$ cat src/rtl/bea_pkg.sv
// ----------------------------------------------------------------------------
// bea_pkg: shared types and constants for the button edge / autorepeat core
// Key layout, repeat thresholds, register indexes and the per-key flag struct.
// ----------------------------------------------------------------------------
package bea_pkg;

	localparam int KEY_COUNT  = 21;
	localparam int OUT_WIDTH  = 23;
	localparam int BTN_WIDTH  = 12;
	localparam int AXIS_WIDTH = 8;
	localparam int CNT_WIDTH  = 4;
	localparam int CFG_IDX_W  = 2;
	localparam int CFG_DATA_W = 8;

	localparam logic [CNT_WIDTH-1:0] REPEAT_START = 4'd10;
	localparam logic [CNT_WIDTH-1:0] SLOW_RELOAD  = 4'd6;

	localparam int BIT_PS     = 12;
	localparam int BIT_LUP    = 13;
	localparam int BIT_LLEFT  = 15;
	localparam int BIT_RUP    = 17;
	localparam int BIT_RLEFT  = 19;
	localparam int BIT_CIRCLE = 7;
	localparam int BIT_CROSS  = 8;
	localparam int BIT_ENTER  = 21;
	localparam int BIT_CANCEL = 22;

	localparam logic [AXIS_WIDTH-1:0] CENTER_RESET    = 8'd128;
	localparam logic [AXIS_WIDTH-1:0] THRESHOLD_RESET = 8'd64;

	typedef enum logic [CFG_IDX_W-1:0] {
		REG_ANALOG_CENTER    = 2'd0,
		REG_ANALOG_THRESHOLD = 2'd1,
		REG_ENTER_ON_CIRCLE  = 2'd2
	} cfg_reg_t;

	// Per-key status handed from a key lane to the top level
	typedef struct packed {
		logic prev;
		logic press;
		logic release_edge;
		logic slow;
		logic fast;
	} key_flags_t;

	// Low-side / high-side direction bits of one stick axis, signed 10-bit compare
	function automatic logic [1:0] axis_dirs(input logic [AXIS_WIDTH-1:0] sample,
			input logic [AXIS_WIDTH-1:0] center, input logic [AXIS_WIDTH-1:0] thr);
		logic signed [9:0] v;
		logic signed [9:0] lo;
		logic signed [9:0] hi;
		v  = signed'({2'b00, sample});
		lo = signed'({2'b00, center}) - signed'({2'b00, thr});
		hi = signed'({2'b00, center}) + signed'({2'b00, thr});
		if (v < lo) begin
			axis_dirs = 2'b01;
		end else if (v > hi) begin
			axis_dirs = 2'b10;
		end else begin
			axis_dirs = 2'b00;
		end
	endfunction

	// Append enter and cancel copies of cross / circle
	function automatic logic [OUT_WIDTH-1:0] add_aliases(input logic [KEY_COUNT-1:0] v,
			input logic enter_on_circle);
		logic enter;
		logic cancel;
		enter  = enter_on_circle ? v[BIT_CIRCLE] : v[BIT_CROSS];
		cancel = enter_on_circle ? v[BIT_CROSS] : v[BIT_CIRCLE];
		add_aliases = {cancel, enter, v};
	endfunction

endpackage

$ cat src/rtl/bea_key.sv
// ----------------------------------------------------------------------------
// bea_key: one key lane
// Holds the previous level and the slow / fast hold counters of one key and
// derives its edge and repeat flags for the poll in flight.
// ----------------------------------------------------------------------------
module bea_key (
	input  logic                clk,
	input  logic                arst_n,
	input  logic                advance,
	input  logic                level,
	output bea_pkg::key_flags_t flags
);
	import bea_pkg::*;

	logic                 prev_q;
	logic [CNT_WIDTH-1:0] slow_cnt_q;
	logic [CNT_WIDTH-1:0] fast_cnt_q;
	logic                 slow_hit;
	logic                 fast_hit;
	logic [CNT_WIDTH-1:0] slow_base;
	logic [CNT_WIDTH-1:0] fast_base;

	always_comb begin
		slow_hit  = level && (slow_cnt_q >= REPEAT_START);
		fast_hit  = level && (fast_cnt_q >= REPEAT_START);
		slow_base = slow_hit ? SLOW_RELOAD : slow_cnt_q;
		fast_base = fast_hit ? REPEAT_START : fast_cnt_q;

		flags.prev         = prev_q;
		flags.press        = level & ~prev_q;
		flags.release_edge = ~level & prev_q;
		flags.slow         = (level & ~prev_q) | slow_hit;
		flags.fast         = (level & ~prev_q) | fast_hit;
	end

	always_ff @(posedge clk or negedge arst_n) begin
		if (!arst_n) begin
			prev_q     <= 1'b0;
			slow_cnt_q <= '0;
			fast_cnt_q <= '0;
		end else if (advance) begin
			prev_q <= level;
			if (level) begin
				slow_cnt_q <= slow_base + 1'b1;
				fast_cnt_q <= fast_base + 1'b1;
			end else begin
				slow_cnt_q <= '0;
				fast_cnt_q <= '0;
			end
		end
	end

endmodule

$ cat src/rtl/button_edge_and_autorepeat_core.sv
// ----------------------------------------------------------------------------
// button_edge_and_autorepeat_core: controller poll to key events
// Maps buttons and stick axes to 21 keys and emits levels, edges and repeats.
// ----------------------------------------------------------------------------
// Usage:
//   Input channel (in_valid / in_ready) carries one controller poll per beat.
//   Output channel (out_valid / out_ready) carries one event beat per poll,
//   in poll order. A poll is registered on accept into the input stage,
//   evaluated against the key lanes and lands in the output register once
//   that register is empty or being drained.
//   Throughput is one poll per cycle while the receiver keeps out_ready high:
//   the input stage and the output register form a two-deep pipeline, and
//   the key lanes update as a poll moves into the output register.
//   When the receiver stalls, the output beat holds and one more poll is
//   taken into the input stage; in_ready then drops until the output drains.
//   Reset clears all previous levels and hold counters and loads center 128,
//   threshold 64 and enter on cross. Write cfg_* only while no poll is in
//   flight.
// ----------------------------------------------------------------------------
module button_edge_and_autorepeat_core (
	input  logic                                 clk,
	input  logic                                 arst_n,
	input  logic                                 cfg_we,
	input  logic [bea_pkg::CFG_IDX_W-1:0]        cfg_index,
	input  logic [bea_pkg::CFG_DATA_W-1:0]       cfg_data,
	input  logic                                 in_valid,
	output logic                                 in_ready,
	input  logic [bea_pkg::BTN_WIDTH-1:0]        raw_buttons,
	input  logic                                 home_button,
	input  logic [bea_pkg::AXIS_WIDTH-1:0]       left_x,
	input  logic [bea_pkg::AXIS_WIDTH-1:0]       left_y,
	input  logic [bea_pkg::AXIS_WIDTH-1:0]       right_x,
	input  logic [bea_pkg::AXIS_WIDTH-1:0]       right_y,
	output logic                                 out_valid,
	input  logic                                 out_ready,
	output logic [bea_pkg::OUT_WIDTH-1:0]        level_now,
	output logic [bea_pkg::OUT_WIDTH-1:0]        level_before,
	output logic [bea_pkg::OUT_WIDTH-1:0]        press_edges,
	output logic [bea_pkg::OUT_WIDTH-1:0]        release_edges,
	output logic [bea_pkg::OUT_WIDTH-1:0]        slow_repeat,
	output logic [bea_pkg::OUT_WIDTH-1:0]        fast_repeat
);
	import bea_pkg::*;

	logic [AXIS_WIDTH-1:0] center_q;
	logic [AXIS_WIDTH-1:0] threshold_q;
	logic                  enter_on_circle_q;

	logic                  valid_s1;
	logic [BTN_WIDTH-1:0]  buttons_s1;
	logic                  home_s1;
	logic [AXIS_WIDTH-1:0] left_x_s1;
	logic [AXIS_WIDTH-1:0] left_y_s1;
	logic [AXIS_WIDTH-1:0] right_x_s1;
	logic [AXIS_WIDTH-1:0] right_y_s1;

	logic                  advance;
	logic [KEY_COUNT-1:0]  now_keys;
	logic [KEY_COUNT-1:0]  prev_keys;
	logic [KEY_COUNT-1:0]  press_keys;
	logic [KEY_COUNT-1:0]  release_keys;
	logic [KEY_COUNT-1:0]  slow_keys;
	logic [KEY_COUNT-1:0]  fast_keys;
	key_flags_t            key_flags [KEY_COUNT];

	// Configuration registers
	always_ff @(posedge clk or negedge arst_n) begin
		if (!arst_n) begin
			center_q          <= CENTER_RESET;
			threshold_q       <= THRESHOLD_RESET;
			enter_on_circle_q <= 1'b0;
		end else if (cfg_we) begin
			unique case (cfg_index)
				REG_ANALOG_CENTER:    center_q          <= cfg_data;
				REG_ANALOG_THRESHOLD: threshold_q       <= cfg_data;
				REG_ENTER_ON_CIRCLE:  enter_on_circle_q <= cfg_data[0];
				default: ;
			endcase
		end
	end

	// Advance when a poll is in the input stage and the output register is empty or being drained
	assign advance  = valid_s1 && (!out_valid || out_ready);
	assign in_ready = !valid_s1 || advance;

	always_ff @(posedge clk or negedge arst_n) begin
		if (!arst_n) begin
			valid_s1 <= 1'b0;
		end else if (in_ready) begin
			valid_s1 <= in_valid;
		end
	end

	always_ff @(posedge clk) begin
		if (in_valid && in_ready) begin
			buttons_s1 <= raw_buttons;
			home_s1    <= home_button;
			left_x_s1  <= left_x;
			left_y_s1  <= left_y;
			right_x_s1 <= right_x;
			right_y_s1 <= right_y;
		end
	end

	always_comb begin
		now_keys                        = '0;
		now_keys[BTN_WIDTH-1:0]         = buttons_s1;
		now_keys[BIT_PS]                = home_s1;
		now_keys[BIT_LUP+1:BIT_LUP]     = axis_dirs(left_y_s1, center_q, threshold_q);
		now_keys[BIT_LLEFT+1:BIT_LLEFT] = axis_dirs(left_x_s1, center_q, threshold_q);
		now_keys[BIT_RUP+1:BIT_RUP]     = axis_dirs(right_y_s1, center_q, threshold_q);
		now_keys[BIT_RLEFT+1:BIT_RLEFT] = axis_dirs(right_x_s1, center_q, threshold_q);
	end

	for (genvar k = 0; k < KEY_COUNT; k++) begin : g_key
		bea_key u_key (
			.clk    (clk),
			.arst_n (arst_n),
			.advance(advance),
			.level  (now_keys[k]),
			.flags  (key_flags[k])
		);
		assign prev_keys[k]    = key_flags[k].prev;
		assign press_keys[k]   = key_flags[k].press;
		assign release_keys[k] = key_flags[k].release_edge;
		assign slow_keys[k]    = key_flags[k].slow;
		assign fast_keys[k]    = key_flags[k].fast;
	end

	// Output register
	always_ff @(posedge clk or negedge arst_n) begin
		if (!arst_n) begin
			out_valid <= 1'b0;
		end else if (advance) begin
			out_valid <= 1'b1;
		end else if (out_ready) begin
			out_valid <= 1'b0;
		end
	end

	always_ff @(posedge clk) begin
		if (advance) begin
			level_now     <= add_aliases(now_keys, enter_on_circle_q);
			level_before  <= add_aliases(prev_keys, enter_on_circle_q);
			press_edges   <= add_aliases(press_keys, enter_on_circle_q);
			release_edges <= add_aliases(release_keys, enter_on_circle_q);
			slow_repeat   <= add_aliases(slow_keys, enter_on_circle_q);
			fast_repeat   <= add_aliases(fast_keys, enter_on_circle_q);
		end
	end

endmodule

$ cat config.mk
export PLATFORM = sky130hd
export DESIGN_NAME = button_edge_and_autorepeat_core
export DESIGN_NICKNAME = d
export VERILOG_FILES = /design/src/rtl/bea_pkg.sv /design/src/rtl/bea_key.sv /design/src/rtl/button_edge_and_autorepeat_core.sv
export SDC_FILE = /design/constraint.sdc
export NUM_CORES = 1
export LEC_CHECK = 0
export BUFFER_PORTS_ARGS = -buffer_cell sky130_fd_sc_hd__buf_2
export CORE_MARGIN = 2
export CORE_UTILIZATION = 35
export DETAILED_ROUTE_END_ITERATION = 16
export GPL_ROUTABILITY_DRIVEN = 0
export SYNTH_ARGS = -nofsm -noshare
export SYNTH_HDL_FRONTEND = slang
export SYNTH_SLANG_ARGS = --single-unit
$ cat constraint.sdc
create_clock -name clk -period 6.6 [get_ports clk]
set_clock_uncertainty 0.15 [all_clocks]
set_input_delay 0.99 -clock clk [delete_from_list [all_inputs] [get_ports clk]]
set_output_delay 0.99 -clock clk [all_outputs]
set_load 0.01 [all_outputs]
==> Word level (Yosys, flattened, before mapping) <==
Index checks and enable logic that the tools add are counted.
{ "word_totals": {"latchBits": 0, "rom_bits": 0, "out_inout_bits": 140, "ram_bits": 0, "mem_count": 0, "word_cells": 461, "in_bits": 60, "ff_bits": 391} }
{ "classes": {"reduce_logical": 53, "eq_ne": 2, "shift": 0, "mul": 0, "bitwise_logic": 126, "muxes": 106, "div": 0, "magnitude_cmp": 50, "addsub": 44} }
{ "op_table": {"columns": ["operator", "count"], "rows": [
  ["$mux W4", 84],
  ["$add A4 B1 Y4 const B", 42],
  ["$ge A4 B4 Y1 const B", 42],
  ["$logic_and A1 B1 Y1", 44],
  ["$and A1 B1 Y1", 42],
  ["$not A1 Y1", 42],
  ["$or A1 B1 Y1", 42],
  ["$lt A9 B9 Y1", 4],
  ["$gt A9 B10 Y1", 3],
  ["$mux W2", 8],
  ["$mux W1", 14],
  ["$add A8 B8 Y9", 1],
  ["$gt A8 B9 Y1", 1],
  ["$sub A8 B8 Y9", 1],
  ["$reduce_and A2 Y1", 3],
  ["$eq A2 B1 Y1 const B", 1],
  ["$eq A2 B2 Y1 const B", 1],
  ["$logic_not A1 Y1", 2],
  ["$logic_not A2 Y1", 1],
  ["$logic_or A1 B1 Y1", 2],
  ["$reduce_bool A2 Y1", 1]
]} }

==> Logic depth before layout (Yosys ltp) <==
Gate-level depths: netlist of the first run.
{ "depth": {"word_depth": 8, "depth_mapped": 24, "depth_no_buf": 22} }

==> Hierarchy <==
A second synthesis of the first run with hierarchy kept.
{ "hier_totals": {"cells_unflattened": 1745, "area_unflattened_um2": 19770.2} }
{ "modules_own_cells": {"columns": ["module", "cells_per_inst", "area_per_inst_um2", "instances", "seq_area_each_um2"], "rows": [
  ["bea_key", 59, 538.0, 21, 225.2],
  ["button_edge_and_autorepeat_core", 506, 8471.9, 1, 5973.2]
]} }

==> Least setup slack after synthesis of the first run <==
OpenSTA, ideal clock, no wires.
{ "synth_timing": {"path_type": "in2reg", "startpoint": "input port out_ready", "endpoint": "register g_key[0].u_key.fast_cnt_q[3]", "path_buffers": 2, "cell_stages": 6, "path_slack_ns": 0.309, "t_arrival_ns": 5.811, "t_required_ns": 6.120, "setup_ns": 0.330, "path_cell_list": "nand2b_1 > nand2_1 > clkinv_1 > clkbuf_1 > buf_1 > a21oi_1"} }
{ "synth_via": {"elab_chain_cells": 2} }
{ "synth_rtl": {"columns": ["element", "line", "source"], "rows": [
  ["start: declaration", "button_edge_and_autorepeat_core.sv:35", "input logic out_ready,"],
  ["$logic_or A1 B1 Y1", "button_edge_and_autorepeat_core.sv:83", "assign advance = valid_s1 && (!out_valid || out_ready);"],
  ["$logic_and A1 B1 Y1", "button_edge_and_autorepeat_core.sv:83", null],
  ["via advance", "button_edge_and_autorepeat_core.sv:57", "logic advance;"],
  ["end signal: assignment", "bea_key.sv:45", "fast_cnt_q <= fast_base + 1'b1;"],
  ["end: declaration", "bea_key.sv:17", "logic [CNT_WIDTH-1:0] fast_cnt_q;"]
]} }
The timed path passes the listed nets, and every way through them passes these cells.
A chain may end at the register's enable or synchronous reset.

==> Worst setup path in the final report of the first run <==
{ "layout_timing": {"startpoint": "register threshold_q[1]", "endpoint": "register g_key[16].u_key.fast_cnt_q[2]"} }
{ "layout_via": {"elab_chain_cells": 8, "elab_cells_between_ends": 10, "classes_between": "3 x add/sub; 2 x order compare; 4 x mux; 1 x reduce/logical"} }
{ "layout_rtl": {"columns": ["element", "line", "source"], "rows": [
  ["start: declaration", "button_edge_and_autorepeat_core.sv:46", "logic [AXIS_WIDTH-1:0] threshold_q;"],
  ["start signal: assignment", "button_edge_and_autorepeat_core.sv:75", "REG_ANALOG_THRESHOLD: threshold_q <= cfg_data;"],
  ["$add A8 B8 Y9", "bea_pkg.sv:54", "hi = signed'({2'b00, center}) + signed'({2'b00, thr});"],
  ["$gt A9 B10 Y1", "bea_pkg.sv:57", "end else if (v > hi) begin"],
  ["$mux W2", "bea_pkg.sv:57", null],
  ["$mux W2 *", "bea_pkg.sv:55", "if (v < lo) begin"],
  ["$logic_and A1 B1 Y1", "bea_key.sv:25", "fast_hit = level && (fast_cnt_q >= REPEAT_START);"],
  ["$mux W4", "bea_key.sv:27", "fast_base = fast_hit ? REPEAT_START : fast_cnt_q;"],
  ["$add A4 B1 Y4", "bea_key.sv:45", null],
  ["$mux W4 *", "bea_key.sv:43", "if (level) begin"],
  ["end signal: assignment", "bea_key.sv:45", null],
  ["end: declaration", "bea_key.sv:17", null]
]} }
Mark *: on every way between the ends. The rest lies on a longest branch, timed or not.

==> results of run 1 <==
[placed cells by master (no fill, tap or decap), types with 6 or more instances in the layout]
cell,count
dfrtp_1,206
nand2_1,220
o21ai_0,145
clkbuf_16,45
a41oi_1,22
nand2b_1,8
o211ai_1,21
bufinv_16,6
clkinv_1,13
buf_2,198
nor3_1,25
a22o_1,24
o31ai_1,33
o21bai_1,8
nor2_1,88
clkbuf_8,6
a31o_2,34
clkinv_2,8
o21ai_1,11
xnor2_1,34
and2_1,26
a21oi_1,121
buf_4,6
nand3b_1,21
nor2b_1,24
edfxtp_1,183
mux2_2,25
ha_1,109
nand4_1,8
a211oi_1,9
o21a_1,36
inv_1,42
clkbuf_1,9
nand3_1,50
a31oi_1,7
a21o_1,31
[cell type report]
class,count,area share (%)
inverters,56,0.965
flip-flops and latches,391,47.4
clock inverters,24,1.37
multi-input cells,1232,36.0
clock buffers,60,5.50
well taps,704,3.90
repair buffers,207,4.83
[worst max-delay path: cells and delay by family, from the launching register on]
kind | cells | cell delay [ns]
AO/OA/AOI/OAI | 11 | 2.33
AND/OR/NAND/NOR | 3 | 0.74
adder cells (fa/ha/maj) | 3 | 0.78
XOR/XNOR | 2 | 0.31
buffers and inverters | 1 | 0.14
flip-flops | 1 | 0.39
[power by group through the flow]
stage               logic [mW]  clock network (mW)  registers [mW]
finish                    2.45                2.60            3.56
global route              2.79                2.79            3.64
CTS                       2.48                2.70            3.56
detailed placement        2.47                   0            3.60
global placement          2.40                   0            3.57
floorplan                 1.78                   0            3.55
[cell families (layout without fill, tap and decap cells)]
family	Yosys count	count (layout)	synth area share (%)
buffers and inverters	129	347	2.72
and+or+nand+nor	505	505	12.2
muxes	27	27	1.56
xor gates and xnor gates	38	38	1.97
adders and majority gates	113	113	7.37
AOI/OAI and AO/OA	549	549	18.9
DFF	391	391	55.3
[state kept, by name, indices dropped and copies added, names as in the netlist]
register	flops
level_now	23
slow_repeat	23
right_x_s1	8
release_edges	23
press_edges	23
valid_s1	1
enter_on_circle_q	1
buttons_s1	12
center_q	8
fast_repeat	23
g_key.u_key.prev_q	21
left_x_s1	8
right_y_s1	8
threshold_q	8
level_before	23
left_y_s1	8
g_key.u_key.slow_cnt_q	84
g_key.u_key.fast_cnt_q	84
home_s1	1
out_valid	1
[routing by layer]
layer / vias up / share of wire (%) / track usage (%)
met5: - / 0 / 0
met4: 0 / 2.5 / 4.60
met3: 69 / 4.9 / 2.93
met2: 297 / 46 / 23.4
met1: 6801 / 47 / 20.6
li1: 6850 / - / -
[cell usage after synthesis (all sizes together), types with 4 or more instances]
library cell,n
mux2,25
a31o,38
dfrtp,206
buf,23
o31ai,33
and3,4
clkbuf,50
nor3,25
a21oi,121
or3,4
xnor2,35
ha,109
a21o,31
o21bai,9
a211oi,11
o41ai,4
nand4,8
nor2b,25
edfxtp,183
inv,44
and2,27
a31oi,8
nand2b,8
o31a,5
o211ai,22
a22o,24
o22ai,4
nor2,90
or2,7
a41oi,22
nand3b,21
o21a,36
nand2,222
clkinv,12
o21ai,161
nand3,51
nor3b,4
[path summary, 6_finish.rpt]
kind / start / to / slack, ns / depth (start not counted)
max: threshold_q[1] / g_key[16].u_key.fast_cnt_q[2] / 1.61 / 20
min: arst_n / threshold_q[0] / 0.19 / 1
max reg2reg: threshold_q[1] / g_key[16].u_key.fast_cnt_q[2] / 1.61 / 20
min reg2reg: g_key[0].u_key.fast_cnt_q[0] / g_key[0].u_key.fast_cnt_q[0] / 0.35 / 2
max in group asynchronous: arst_n / g_key[2].u_key.slow_cnt_q[1] / 4.84 / 2
min in group clk: g_key[0].u_key.fast_cnt_q[0] / g_key[0].u_key.fast_cnt_q[0] / 0.35 / 2
[through the flow]
stage | instance area [µm²] | std cells | worst slack, ns | hold slack, ns | total power [mW]
floorplan | 19300 | 1752 | 0.309 | 0.274 | 5.33
global placement | 21000 | 2590 | 1.76 | 0.328 | 5.97
detailed placement | 21000 | 2590 | 1.61 | 0.338 | 6.06
CTS | 22600 | 2674 | 1.59 | 0.209 | 8.73
global route | 22600 | 2674 | 1.16 | 0.233 | 9.21
finish | 22600 | 2674 | 1.61 | 0.191 | 8.61
==> results_dict.tcl, run 1 <==
set metrics [dict create \
    crit_path_start_kind "flip-flop" \
    drt_iter0_markers 993 \
    finalMaxSlewViolations 0 \
    placement.io_buffers 199 \
    cts_tree "built" \
    yosysSeqAreaShare_pct 55.3 \
    crit_top_cell "o21ai_0" \
    syn-num-nets 1923 \
    cts_root_buffer "clkbuf_16" \
    swShare_pct 34.2 \
    synthToLayoutAreaGrowth_pct 16.7 \
    synth.avg_cell_area_um2 11.0 \
    finalSetupViolations 0 \
    synth_ff_type "dfrtp_1" \
    slowest_delay_ns 0.57 \
    crit_required_ns 6.86 \
    core_um2 54900 \
    hold_viol 0 \
    crit_path_top_delay_cell "o21ai_2" \
    hp-class "input port to async pin" \
    std_cell_rows 86 \
    status "completed" \
    critPathArrivalTime_ns 5.26 \
    final_nets 2104 \
    clock_sinks 391 \
    diodes 0 \
    drt-vias-per-instance 5.24 \
    timing.setup.tns_ns 0 \
    synth_enable_flop_cells 183 \
    cts_hold_buf 0 \
    grt_pass1_vias 13222 \
    synthCells 1752 \
    synth_cell_types 87 \
    yosys.area.top_type "edfxtp_1" \
    critical_path.max_fanout 18 \
    path_cells "inv_1 > ha_1 > nor2b_1 > o21ai_0 > a21oi_1 > o21ai_0 > nand2b_1 > a21o_1 > a21oi_1 > xnor2_1 > ha_1 > o21ai_0 > o21ai_2 > o211ai_1 > or2_1 > o21a_1 > ha_1 > xnor2_1 > a21oi_1 > o21ai_0" \
    ff_latch_area_um2 10700 \
    power_leakage_nw 9.60 \
    synth_area_um2 19300 \
    num_vias 14017 \
    yosys_warnings 0 \
    internal_power_mw 5.67 \
    slew_headroom_pct 37.7 \
    wire_per_inst_um 16.0 \
    antenna_found_initial 0 \
    p_per_area_nw_per_um2 381 \
    totalWireLength_mm 42.8 \
    pwr-share-seq_pct 41.3 \
    drt-pass1-iter-count 5 \
    p_sw_mw 2.94 \
    layout-drive-gt1-share_pct 19.0 \
    grt_max_degree 165 \
    initial_core_util_pct 35.2 \
    async_flop_share_pct 53.2 \
    worst_skew_pair.late_latency_ns 0.57 \
    drc 0 \
    rsz0062_at_grt "false" \
    fill_cells 5214 \
    combPwrFrac_pct 28.5 \
    grt_pass1_wl_mm 69.4 \
    cts.repair.resized 0 \
    die_y_um 239 \
    clock.fmax_mhz 200 \
    yosysTopAreaCellShare_pct 28.4 \
    cts_buffers 45 \
    worstSetupEndpointType "flip-flop" \
    max_cap_viol_count 0 \
    post_cts_buffers 0 \
    cts_buffer_depth 3 \
    irDropWorstVdd_v 0.000230 \
    period_minus_slack_ns 4.99 \
    critical_path_class "flip-flop to flip-flop" \
    clkPwrFrac_pct 30.2 \
    post-route-period-util_pct 75.7 \
    drtAntennaViolNets 0 \
    dp_hpwl_mm 28.6 \
    yosys-top-cells-area "edfxtp_1 28%, dfrtp_1 27%, ha_1 7.1%" \
    tightestPinTransition_ns 0.934 \
    die_x_um 239 \
    finish.utilization_pct 41.1 \
    synth-seq-cells 391 \
    htree_levels 2 \
    pin_count 200 \
    multi_input_area_um2 8130 \
    dieArea_um2 57200 \
    track_usage_pct 14.9 \
    clk_pin_slew_ns 0.06 \
    grt_overflow 0 \
]
Note: power is estimated with default switching activity, not from simulation.
==> inputs of run 2 (changes only) <==
- clock period: 6.6 -> 4.1 ns (I/O delays scaled with it)
==> run 2 against run 1 <==
Net effect: combinational power increased by 98%; utilization increased by 1.7 points; sequential power increased by 60%; count of clock-buffer cells in the layout decreased by 5.
==> results_dict.tcl, run 2 (synthesis gave the netlist of run 1 again) <==
set metrics [dict create \
    drt-vias-per-instance 5.18 \
    crit_path_top_delay_cell "fa_2" \
    critical_path.max_fanout 4 \
    drt_iter0_markers 961 \
    fin_cells 2755 \
    p_per_area_nw_per_um2 631 \
    post-route-period-util_pct 97.7 \
    hp-class "input port to flip-flop" \
    track_usage_pct 15.1 \
    drc 0 \
    power_leakage_nw 10.0 \
    irDropWorstVdd_v 0.000345 \
    mostFrequentLayoutCells "220 x nand2_1, 206 x dfrtp_1, 198 x buf_2" \
    timing.setup.tns_ns 0 \
    rr_worst_depth 19 \
    wire_per_inst_um 15.9 \
    reg2reg_from "threshold_q[1]" \
    holdPathStages 1 \
    die_y_um 239 \
    rrSetupSlack_ns 0.1 \
    path_cells "inv_2 > buf_4 > buf_4 > fa_2 > xnor2_1 > buf_4 > ha_1 > nand2_1 > o21a_1 > maj3_2 > a221oi_2 > a311oi_2 > or2_4 > buf_4 > o21a_1 > ha_2 > xnor2_1 > a21oi_1 > o21ai_1" \
    antenna_found_initial 1 \
    clock.fmax_mhz 250 \
    finalSetupViolations 0 \
    cts_buffers 45 \
    worst_skew_pair.late_latency_ns 0.59 \
    critical_path_class "flip-flop to flip-flop" \
    slew_headroom_pct 47.1 \
    placement.io_buffers 199 \
    clock_sinks 391 \
    crit_path_start_kind "flip-flop" \
    clk_pin_slew_ns 0.06 \
    finalMaxSlewViolations 0 \
    hold_viol 0 \
    rsz0062_at_grt "true" \
    cts_tree "built" \
    hp-start "raw_buttons[10]" \
    final_common_cell "nand2_1" \
    slowest_delay_ns 0.40 \
    dieArea_um2 57200 \
    drtAntennaViolNets 0 \
    grt_pass1_vias 13894 \
    core_um2 54900 \
    num_vias 14260 \
    layout-drive-gt1-share_pct 24.6 \
    pin_count 200 \
    synthToLayoutAreaGrowth_pct 21.6 \
    grt_pass1_wl_mm 70.5 \
    final_nets 2186 \
    dp_hpwl_mm 29.3 \
    setup_slack_ns 0.0958 \
    max_cap_viol_count 0 \
    drt-pass1-iter-count 5 \
    worstReg2RegEnd "g_key[18].u_key.fast_cnt_q[2]" \
    die_x_um 239 \
    totalWireLength_mm 43.7 \
    largest_registers "g_key.u_key.fast_cnt_q x84, g_key.u_key.slow_cnt_q x84" \
    htree_levels 2 \
    cts_buffer_depth 3 \
    crit_top_cell "buf_4" \
    initial_core_util_pct 35.2 \
    grt_overflow 0 \
    critPathArrivalTime_ns 4.34 \
    diodes 0 \
    dp_slack_ns -0.0850 \
    period_minus_slack_ns 4.00 \
    std_cell_rows 86 \
    cts_root_buffer "clkbuf_16" \
    crit_required_ns 4.44 \
    worstSetupEndpointType "flip-flop" \
    status "completed" \
    grt_max_degree 174 \
    hold_end "buttons_s1[10]" \
    tightestPinTransition_ns 0.793 \
    dp.cells 2655 \
]
## run 2: what timing repair did
action / 4_1_cts / 5_1_grt
endpoints found under the setup margin: 6 / 30
pin swaps: 2 / 44
hold buffers: 1 / 0
gates cloned: 0 / 1
setup buffers: 0 / 15
endpoints found under the hold margin: 87 / 0
gates resized for setup: 5 / 60
## run 2: report_power, final
group	internal, mW	switching [mW]	total [mW]	leakage [nW]
logic	2.26	2.58	4.84	4.73
registers	4.98	0.722	5.70	4.54
clock network	2.59	1.70	4.29	0.766
total	9.84	5.00	14.8	10.0
## run 2: area by class of cell
| type | instances | area (µm²) |
|---|---|---|
| well taps | 704 | 881 |
| clock inverters | 28 | 397 |
| multi-input cells | 1233 | 8390 |
| inverters | 56 | 220 |
| flip-flops and latches | 391 | 10700 |
| clock buffers | 55 | 1180 |
| repair buffers | 288 | 1760 |
| fillers | 5194 | 31300 |
## run 2: how the worst max path moves through the flow
stage               slack, ns  cells after the start            from                             to
floorplan                0.04                     21  threshold_q[1]  g_key[18].u_key.slow_cnt_q[2]
global placement        -0.03                     19     center_q[4]  g_key[20].u_key.slow_cnt_q[2]
detailed placement      -0.09                     19     center_q[4]  g_key[20].u_key.slow_cnt_q[2]
CTS                   -0.0004                     19     center_q[3]  g_key[20].u_key.slow_cnt_q[2]
global route            -0.08                     19  threshold_q[3]  g_key[20].u_key.slow_cnt_q[2]
finish                    0.1                     19  threshold_q[1]  g_key[18].u_key.fast_cnt_q[2]
## run 2: critical path, delay by kind of cell (launching register included)
family	cells	cell delay (ns)
fa+ha+maj	4	1.19
simple gates	2	0.37
buf+inv	5	0.63
compound gates	6	0.95
xor+xnor	2	0.27
flops	1	0.36
## run 2: per-stage QoR
step / cell area [µm²] / hold WS (ns) / power (mW) / utilization [%]
floorplan: 19400 / 0.169 / 8.57 / -
global placement: 21500 / 0.328 / 10.1 / 39.3
detailed placement: 21500 / 0.336 / 10.2 / 39.3
CTS: 23200 / 0.0126 / 14.6 / 42.2
global route: 23500 / 0.0268 / 15.9 / 42.9
finish: 23500 / 0.0478 / 14.8 / 42.9
## run 2: layer usage
layer / vias up / part of all wire, % / GRT usage, % / wire [µm]
met3: 68 / 4.1 / 2.55 / 1790
met1: 6932 / 46 / 19.9 / 20000
met4: 2 / 2.1 / 5.08 / 939
met2: 257 / 48 / 25.3 / 20900
met5: - / 0.030 / 0 / 13
li1: 7001 / - / - / -
==> inputs of run 3 (changes only) <==
- SLEW_MARGIN: not set -> 10
- TNS_END_PERCENT: not set -> 100
- clock period: 4.1 -> 3.8 ns (I/O delays scaled with it)
==> run 3 against run 2 <==
Net effect: the run now ends with negative setup slack left; combinational power is 28% higher; count of clock-buffer cells in the layout is 1 lower; die area stayed put; first-iteration DRC count is 20% lower; sequential power is 8.1% higher; register-to-register slack worse by 0.28 ns; worst setup slack worse by 0.28 ns; power is 14% higher; routed wire length is 3.2% higher; sequential share of layout area is 2.3 points lower; global-route usage is 0.35 points higher; critical path depth is 2 higher.
==> results_dict.tcl, run 3 (synthesis gave the netlist of run 1 again) <==
set metrics [dict create \
    htree_levels 2 \
    violations "negative setup slack" \
    swShare_pct 34.1 \
    critPathArrivalTime_ns 4.31 \
    rr_worst_depth 21 \
    diodes 0 \
    wl_met3_mm 2.08 \
    reg2reg_from "threshold_q[1]" \
    track_usage_pct 15.5 \
    p_sw_mw 5.77 \
    pin_count 200 \
    finalMaxSlewViolations 0 \
    dieArea_um2 57200 \
    drc 0 \
    grt_overflow 0 \
    std_cell_rows 86 \
    antenna_found_initial 1 \
    largest_registers "g_key.u_key.fast_cnt_q x84, g_key.u_key.slow_cnt_q x84" \
    drtAntennaViolNets 0 \
    hp-class "input port to flip-flop" \
    clkPwrFrac_pct 27.1 \
    holdPathStages 1 \
    top_layer_used "met4" \
    worstSetupEndpointType "flip-flop" \
    crit_path_start_kind "flip-flop" \
    rsz0062_at_grt "true" \
    clk_pin_slew_ns 0.06 \
    core_um2 54900 \
    grt_pass1_vias 14394 \
    finish.utilization_pct 45.1 \
    hold_end "right_x_s1[5]" \
    tightestPinTransition_ns 0.787 \
    post-route-period-util_pct 105 \
    period_minus_slack_ns 3.98 \
    slew_headroom_pct 47.6 \
    internal_power_mw 11.2 \
    grt_pass1_wl_mm 72.3 \
    p_per_area_nw_per_um2 684 \
    cts_buffers 46 \
    status "finished with violations" \
    dp.cells 2681 \
    setup_slack_ns -0.181 \
    clock_sinks 391 \
    wl_met2_mm 21.4 \
    drt-met1-wl_mm 20.6 \
    placement.io_buffers 199 \
    final_common_cell "nand2_1" \
    wire_per_inst_um 15.8 \
    clock.fmax_mhz 251 \
    rrSetupSlack_ns -0.18 \
    critical_path_class "flip-flop to flip-flop" \
    drt-vias-per-instance 5.15 \
    hold_viol 0 \
    max_cap_viol_count 0 \
    die_y_um 239 \
    combPwrFrac_pct 36.6 \
    layout-drive-gt1-share_pct 27.8 \
    power_leakage_nw 10.5 \
    drt-pass1-iter-count 5 \
    final_nets 2282 \
    dp_hpwl_mm 29.8 \
    hp-start "right_x[5]" \
    worstReg2RegEnd "g_key[20].u_key.fast_cnt_q[2]" \
    cts_tree "built" \
    finalSetupViolations 26 \
    irDropWorstVdd_v 0.000337 \
    totalWireLength_mm 45.1 \
    worst_skew_pair.late_latency_ns 0.59 \
    fin_cells 2853 \
    power_mw 16.9 \
    grt_max_degree 169 \
    drt_iter0_markers 773 \
    cts_buffer_depth 3 \
    die_x_um 239 \
    mostFrequentLayoutCells "216 x nand2_1, 206 x dfrtp_1, 198 x buf_2" \
    critical_path.max_fanout 4 \
    crit_required_ns 4.13 \
    synthToLayoutAreaGrowth_pct 28.0 \
    pwr-share-seq_pct 36.3 \
    initial_core_util_pct 35.2 \
    num_vias 14699 \
    cts_root_buffer "clkbuf_16" \
]
-- run 3: cell types whose count changed in the layout (fill, tap and decap cells not counted), sizes merged --
cell         delta
clkinvlp        +1
or2             -1
buf            +53
clkbuf          -1
bufinv          -2
clkinv          +5
dlygate4sd3    +43
-- run 3: how the worst max path moves through the flow --
stage | startpoint | to | slack (ns) | depth (start not counted)
2_1_floorplan | threshold_q[3] | g_key[20].u_key.slow_cnt_q[2] | -0.05 | 19
3_3_place_gp | threshold_q[3] | g_key[20].u_key.slow_cnt_q[2] | -0.24 | 19
3_5_place_dp | threshold_q[4] | g_key[20].u_key.slow_cnt_q[2] | -0.41 | 18
4_1_cts | center_q[0] | g_key[18].u_key.slow_cnt_q[2] | -0.17 | 21
5_1_grt | threshold_q[1] | g_key[18].u_key.fast_cnt_q[2] | -0.39 | 20
6_report | threshold_q[1] | g_key[20].u_key.fast_cnt_q[2] | -0.18 | 21
-- run 3: power by group through the flow --
stage	registers, mW	logic, mW	clock network, mW
after floorplan	6.15	3.17	0
after global placement	6.18	4.97	0
after detailed placement	6.21	5.10	0
after CTS	6.15	5.83	4.74
after global routing	6.30	6.87	4.89
final	6.16	6.20	4.60
-- run 3: layer usage --
layer | global-route usage (%) | vias to the layer above
li1 | - | 7202
met1 | 20.7 | 7137
met2 | 25.8 | 296
met3 | 2.47 | 64
met4 | 4.87 | 0
met5 | 0 | -
-- run 3: layout make-up --
cell class	instances	area (µm²)
well taps	704	881
inverters	56	220
clock inverters	32	378
fillers	5051	30100
multi-input cells	1232	8730
flip-flops and latches	391	10700
repair buffers	384	2650
clock buffers	54	1200
-- run 3: repair_timing --
item,CTS,global route
endpoints found under the hold margin,91,0
gates resized for setup,86,54
hold buffers,44,0
setup buffers,34,11
endpoints found under the setup margin,42,53
pin swaps,76,57
-- run 3: critical path, stage by stage (launching register included) --
cell and delay (ns):
dfrtp_1 0.39, inv_2 0.08, ha_4 0.20, nor2b_1 0.12
o21ai_1 0.21, a21oi_2 0.09, o21ai_1 0.15, nand2b_1 0.13
a21o_1 0.21, a21oi_4 0.19, xnor2_4 0.16, ha_4 0.31
o21ai_4 0.06, o21ai_4 0.19, o311ai_4 0.12, or2_4 0.30
buf_6 0.12, o21a_1 0.16, ha_2 0.19, xnor2_2 0.13
a21oi_1 0.12, o21ai_1 0.07
-- run 3: per-stage QoR --
stage	hold slack [ns]	worst slack (ns)	cell area, µm²	setup TNS (ns)
global placement	0.328	-0.241	21800	-2.58
global route	0.0179	-0.388	24800	-10.06
CTS	0.00613	-0.165	24400	-0.977
detailed placement	0.340	-0.414	21800	-5.64
finish	0.0490	-0.181	24800	-1.97
floorplan	0.124	-0.0488	19400	-0.110
